**src/sv/mie_pkg.sv**
```systemverilog
// Package with shared types and constants of the MIPS32 integer execute block.
`timescale 1ns / 1ps
package mie_pkg;

    localparam logic [5:0] OP_SPECIAL = 6'h00;
    localparam logic [5:0] OP_REGIMM  = 6'h01;
    localparam logic [5:0] OP_J       = 6'h02;
    localparam logic [5:0] OP_JAL     = 6'h03;
    localparam logic [5:0] OP_BEQ     = 6'h04;
    localparam logic [5:0] OP_BNE     = 6'h05;
    localparam logic [5:0] OP_BLEZ    = 6'h06;
    localparam logic [5:0] OP_BGTZ    = 6'h07;
    localparam logic [5:0] OP_ADDI    = 6'h08;
    localparam logic [5:0] OP_ADDIU   = 6'h09;
    localparam logic [5:0] OP_SLTI    = 6'h0a;
    localparam logic [5:0] OP_SLTIU   = 6'h0b;
    localparam logic [5:0] OP_ANDI    = 6'h0c;
    localparam logic [5:0] OP_ORI     = 6'h0d;
    localparam logic [5:0] OP_XORI    = 6'h0e;
    localparam logic [5:0] OP_LUI     = 6'h0f;

    localparam logic [5:0] FN_SLL   = 6'h00;
    localparam logic [5:0] FN_SRL   = 6'h02;
    localparam logic [5:0] FN_SRA   = 6'h03;
    localparam logic [5:0] FN_SLLV  = 6'h04;
    localparam logic [5:0] FN_SRLV  = 6'h06;
    localparam logic [5:0] FN_SRAV  = 6'h07;
    localparam logic [5:0] FN_JR    = 6'h08;
    localparam logic [5:0] FN_JALR  = 6'h09;
    localparam logic [5:0] FN_MFHI  = 6'h10;
    localparam logic [5:0] FN_MTHI  = 6'h11;
    localparam logic [5:0] FN_MFLO  = 6'h12;
    localparam logic [5:0] FN_MTLO  = 6'h13;
    localparam logic [5:0] FN_MULT  = 6'h18;
    localparam logic [5:0] FN_MULTU = 6'h19;
    localparam logic [5:0] FN_DIV   = 6'h1a;
    localparam logic [5:0] FN_DIVU  = 6'h1b;
    localparam logic [5:0] FN_ADD   = 6'h20;
    localparam logic [5:0] FN_ADDU  = 6'h21;
    localparam logic [5:0] FN_SUB   = 6'h22;
    localparam logic [5:0] FN_SUBU  = 6'h23;
    localparam logic [5:0] FN_AND   = 6'h24;
    localparam logic [5:0] FN_OR    = 6'h25;
    localparam logic [5:0] FN_XOR   = 6'h26;
    localparam logic [5:0] FN_NOR   = 6'h27;
    localparam logic [5:0] FN_SLT   = 6'h2a;
    localparam logic [5:0] FN_SLTU  = 6'h2b;

    localparam logic [4:0] RI_BLTZ   = 5'h00;
    localparam logic [4:0] RI_BGEZ   = 5'h01;
    localparam logic [4:0] RI_BLTZAL = 5'h10;
    localparam logic [4:0] RI_BGEZAL = 5'h11;

    localparam logic [4:0] LINK_REG = 5'd31;
    localparam logic [31:0] PC_RESET = 32'hBFC0_0000;
    localparam int DIV_STEPS = 32;

    // Kind of multi-cycle work the datapath runs for one item.
    typedef enum logic [1:0] {
        XK_NONE,
        XK_MUL,
        XK_DIV
    } xkind_t;

    // Commands from the controller to the datapath.
    typedef struct packed {
        logic decode;
        logic mul_hi;
        logic div_step;
        logic finish;
        logic out_load;
        logic restart;
    } cmd_t;

    // Status from the datapath to the controller.
    typedef struct packed {
        xkind_t kind;
        logic   div_last;
    } stat_t;

    // One result item.
    typedef struct packed {
        logic [31:0] instr_pc;
        logic [4:0]  dest_index;
        logic [31:0] dest_value;
        logic        dest_write;
        logic        hilo_write;
        logic        branch_taken;
        logic [31:0] next_pc;
        logic        illegal_op;
        logic        div_zero;
    } result_t;

endpackage

```
**src/sv/mie_ctrl.sv**
```systemverilog
// Controller state machine that sequences decode, multiply, divide and result hand-off.
`timescale 1ns / 1ps
module mie_ctrl (
    input  logic              clk,
    input  logic              rst_n,
    input  logic              in_valid,
    output logic              in_ready,
    output logic              out_valid,
    input  logic              out_ready,
    input  logic              cfg_we,
    input  mie_pkg::stat_t    stat,
    output mie_pkg::cmd_t     cmd
);

    typedef enum logic [2:0] {
        S_IDLE,
        S_DECODE,
        S_MUL,
        S_DIV,
        S_FINISH
    } state_t;

    state_t state_reg, state_next;
    logic   out_valid_reg, out_valid_next;
    logic   busy;

    assign busy = (state_reg != S_IDLE) || (out_valid_reg && !out_ready);
    assign in_ready  = !busy;
    assign out_valid = out_valid_reg;

    always_comb
    begin
        state_next     = state_reg;
        out_valid_next = out_valid_reg && !out_ready;
        cmd            = '0;
        cmd.restart    = cfg_we;
        case (state_reg)
            S_IDLE:
            begin
                if (in_valid && in_ready)
                begin
                    cmd.decode = 1'b1;
                    state_next = S_DECODE;
                end
            end
            S_DECODE:
            begin
                case (stat.kind)
                    mie_pkg::XK_MUL: state_next = S_MUL;
                    mie_pkg::XK_DIV: state_next = S_DIV;
                    default:         state_next = S_FINISH;
                endcase
            end
            S_MUL:
            begin
                cmd.mul_hi = 1'b1;
                state_next = S_FINISH;
            end
            S_DIV:
            begin
                cmd.div_step = 1'b1;
                if (stat.div_last)
                begin
                    state_next = S_FINISH;
                end
            end
            S_FINISH:
            begin
                if (!out_valid_reg || out_ready)
                begin
                    cmd.finish     = 1'b1;
                    cmd.out_load   = 1'b1;
                    out_valid_next = 1'b1;
                    state_next     = S_IDLE;
                end
            end
            default: state_next = S_IDLE;
        endcase
    end

    always_ff @(posedge clk or negedge rst_n)
    begin
        if (!rst_n)
        begin
            state_reg     <= S_IDLE;
            out_valid_reg <= 1'b0;
        end
        else
        begin
            state_reg     <= state_next;
            out_valid_reg <= out_valid_next;
        end
    end

endmodule

```
**config.mk**
```make
export PLATFORM = sky130hd
export DESIGN_NAME = mie_ctrl
export DESIGN_NICKNAME = d
export VERILOG_FILES = /design/src/sv/mie_pkg.sv /design/src/sv/mie_ctrl.sv
export SDC_FILE = /design/constraint.sdc
export NUM_CORES = 1
export LEC_CHECK = 0
export ABC_AREA = 1
export ABC_CLOCK_PERIOD_IN_PS = 1140
export BUFFER_PORTS_ARGS = -buffer_cell sky130_fd_sc_hd__clkbuf_2
export CORE_AREA = 2 2 39 41
export CTS_CLUSTER_DIAMETER = 40
export DETAILED_ROUTE_END_ITERATION = 12
export DIE_AREA = 0 0 41 43
export GPL_ROUTABILITY_DRIVEN = 0
export PLACE_DENSITY = 0.56
export SYNTH_ARGS = -nofsm -noshare
export SYNTH_HDL_FRONTEND = slang
export SYNTH_SLANG_ARGS = --single-unit
```
**constraint.sdc**
```tcl
create_clock -name clk -period 1.14 [get_ports clk]
set_clock_uncertainty 0.2 [all_clocks]
set_input_delay 0.114 -clock clk [delete_from_list [all_inputs] [get_ports clk]]
set_output_delay 0.114 -clock clk [all_outputs]
set_load 0.1 [all_outputs]
```
==> flow_metrics.py <==
metrics = {
    "synth": {
        "synth.top_cells.by_area": "dfrtp_1 (33%), inv_1 (10%), nand2_2 (8.3%)",
        "syn_avg_cell_area_um2": 7.15,
        "yosysSeqAreaShare_pct": 33.3,
        "synth_top_area_share_pct": 33.3,
        "yosys_warnings": 0,
        "ys_seq_elements": 4,
        "syn_nets": 51,
        "syn-cell-area_um2": 300,
        "yosys.area.top_type": "dfrtp_1",
        "yosysUniqueCellTypes": 15,
        "synthCells": 42,
    },
    "clock_tree": {
        "h-tree-depth": 1,
        "root_buffer": "clkbuf_4",
        "clock_path_buffers": 2,
        "worstSkewPairLatency_ps": 230,
        "path_clk_slew_ps": 30,
        "cts_buffers": 3,
        "cts_tree": "built",
        "cts_num_sinks": 4,
    },
    "finish": {
        "layout_common_cells": "buf_4 (12), buf_12 (7), inv_1 (6), clkbuf_2 (6)",
        "syn2layout_area_growth_pct": 126,
        "largest_register_ff_count": 3,
        "nets": 81,
        "drive_gt1_share_pct": 70.0,
        "final_common_cell": "buf_4",
        "num_antenna_cells": 0,
        "finalInstanceArea_um2": 678,
    },
    "timing": {
        "holdWs_ps": -28.6,
        "worst_slew_pin_slew_ps": 272,
        "rsz0062_at_grt": "yes",
        "period_needed_ps": 1670,
        "fin_crit_sh_pct": 146,
        "slew_headroom_pct": 81.8,
        "fmax_mhz": 600,
        "finalHoldViolations": 2,
        "setup_viol": 11,
        "slew_viol_final": 0,
        "finalWorstSetupSlack_ps": -526,
    },
    "detailed_routing": {
        "drtAntennaViolNets": 0,
        "via_per_inst": 4.07,
        "finalWirelength_um": 758,
        "wl_per_cell_um": 8.81,
        "vias": 350,
        "drc": 0,
        "dr.pass1.iters": 2,
        "drtIter0Drc": 2,
    },
    "global_route": {
        "grt_pass1_vias": 327,
        "grt_pass1_wl_um": 1190,
        "grt_max_degree": 6,
        "antenna_found_initial": 0,
        "grt_usage_pct": 10.7,
        "grt-ovfl-total": 0,
    },
    "worst_setup_path": {
        "start_kind": "register",
        "cp_data_required_time_ps": 830,
        "crit_fanout": 3,
        "endpoint_kind": "output pin",
        "crit_arrival_ps": 1350,
        "setup.worst_path.class": "reg -> out",
    },
    "floorplan": {
        "start_util_pct": 21.7,
        "ioPinCount": 16,
        "row_count": 14,
        "die_x_um": 41,
        "die-height_um": 43,
        "core_um2": 1380,
        "die_area_um2": 1760,
    },
    "run_status": {
        "outcome": "complete, but fails checks",
        "violations": "hold timing, setup timing",
    },
    "placed_design": {
        "port_buffers": 13,
        "hpwl_um": 635,
        "post_dp_cell_area_um2": 603,
    },
    "run": {
        "drv_cap": 0,
    },
    "worst_hold_path": {
        "worst_hold_path_type": "in -> reg",
    },
}
## worst max-delay path, stage by stage (launching register included)
cell and delay, ps:
dfrtp_1 390, inv_2 90, nand2_4 60, nor2_4 120, inv_2 70, nor3_4 200
buf_12 200
## final timing paths
kind	start	to	slack (ps)	cells past startpoint
setup / recovery	state_reg[1]$_DFFE_PN0P_	cmd[5]	-530	6
hold / removal	stat[0]	state_reg[0]$_DFFE_PN0P_	-30	4
setup reg to reg	state_reg[1]$_DFFE_PN0P_	state_reg[0]$_DFFE_PN0P_	-280	9
hold reg to reg	state_reg[2]$_DFFE_PN0P_	state_reg[1]$_DFFE_PN0P_	370	3
max in group asynchronous	rst_n	out_valid$_DFF_PN0_	570	2
min in group asynchronous	rst_n	out_valid$_DFF_PN0_	30	2
## synth_stat cells
master / instances
inv_1: 8
nand2_2: 4
o21ai_2: 1
nand3_1: 3
nor3_2: 2
nor2_1: 5
dfrtp_1: 4
nor3_1: 1
inv_2: 2
o21ai_1: 1
ha_1: 1
buf_4: 2
nor2_2: 2
nand2_1: 4
a21oi_1: 2
## layout make-up
type                       instances  area, um2
clock buffer                       3       22.5
inverter                          10       37.5
fill                             131        706
tap                               16       20.0
sequential                         4        105
timing repair buffer              27        282
multi-input combinational         26        211
## stage by stage
stage | util, % | TNS, ps | setup WS [ps] | cells
6_report | 49.0 | -3350 | -526 | 86
5_1_grt | 49.0 | -4010 | -586 | 86
4_1_cts | 47.7 | -3380 | -539 | 85
3_5_place_dp | 43.6 | -1670 | -286 | 80
3_3_place_gp | 43.6 | -1560 | -272 | 80
2_1_floorplan | - | -4100 | -888 | 42
## repair_timing
action | CTS | global route
pin swaps | 2 | 7
endpoints found under the hold margin | 6 | 0
buffers inserted | 1 | 1
resized for setup | 5 | 3
hold buffers | 1 | 0
setup endpoints to repair | 11 | 11
## logic make-up after synthesis
group           count (synthesis)  synth area share [%]
simple gates                   21                  37.1
buf+inv                        12                  17.5
compound gates                  4                  7.92
flops                           4                  33.3
fa+ha+maj                       1                  4.17
## layer usage
layer	routed length [um]	vias up	track usage, %
met5	0	-	0
met4	0	0	10.0
met3	32	0	1.57
met2	445	8	17.2
met1	280	159	10.9
li1	-	183	-
Power is not shown: default switching activity piles up to over one toggle a cycle in this logic, so the estimate is an artifact.
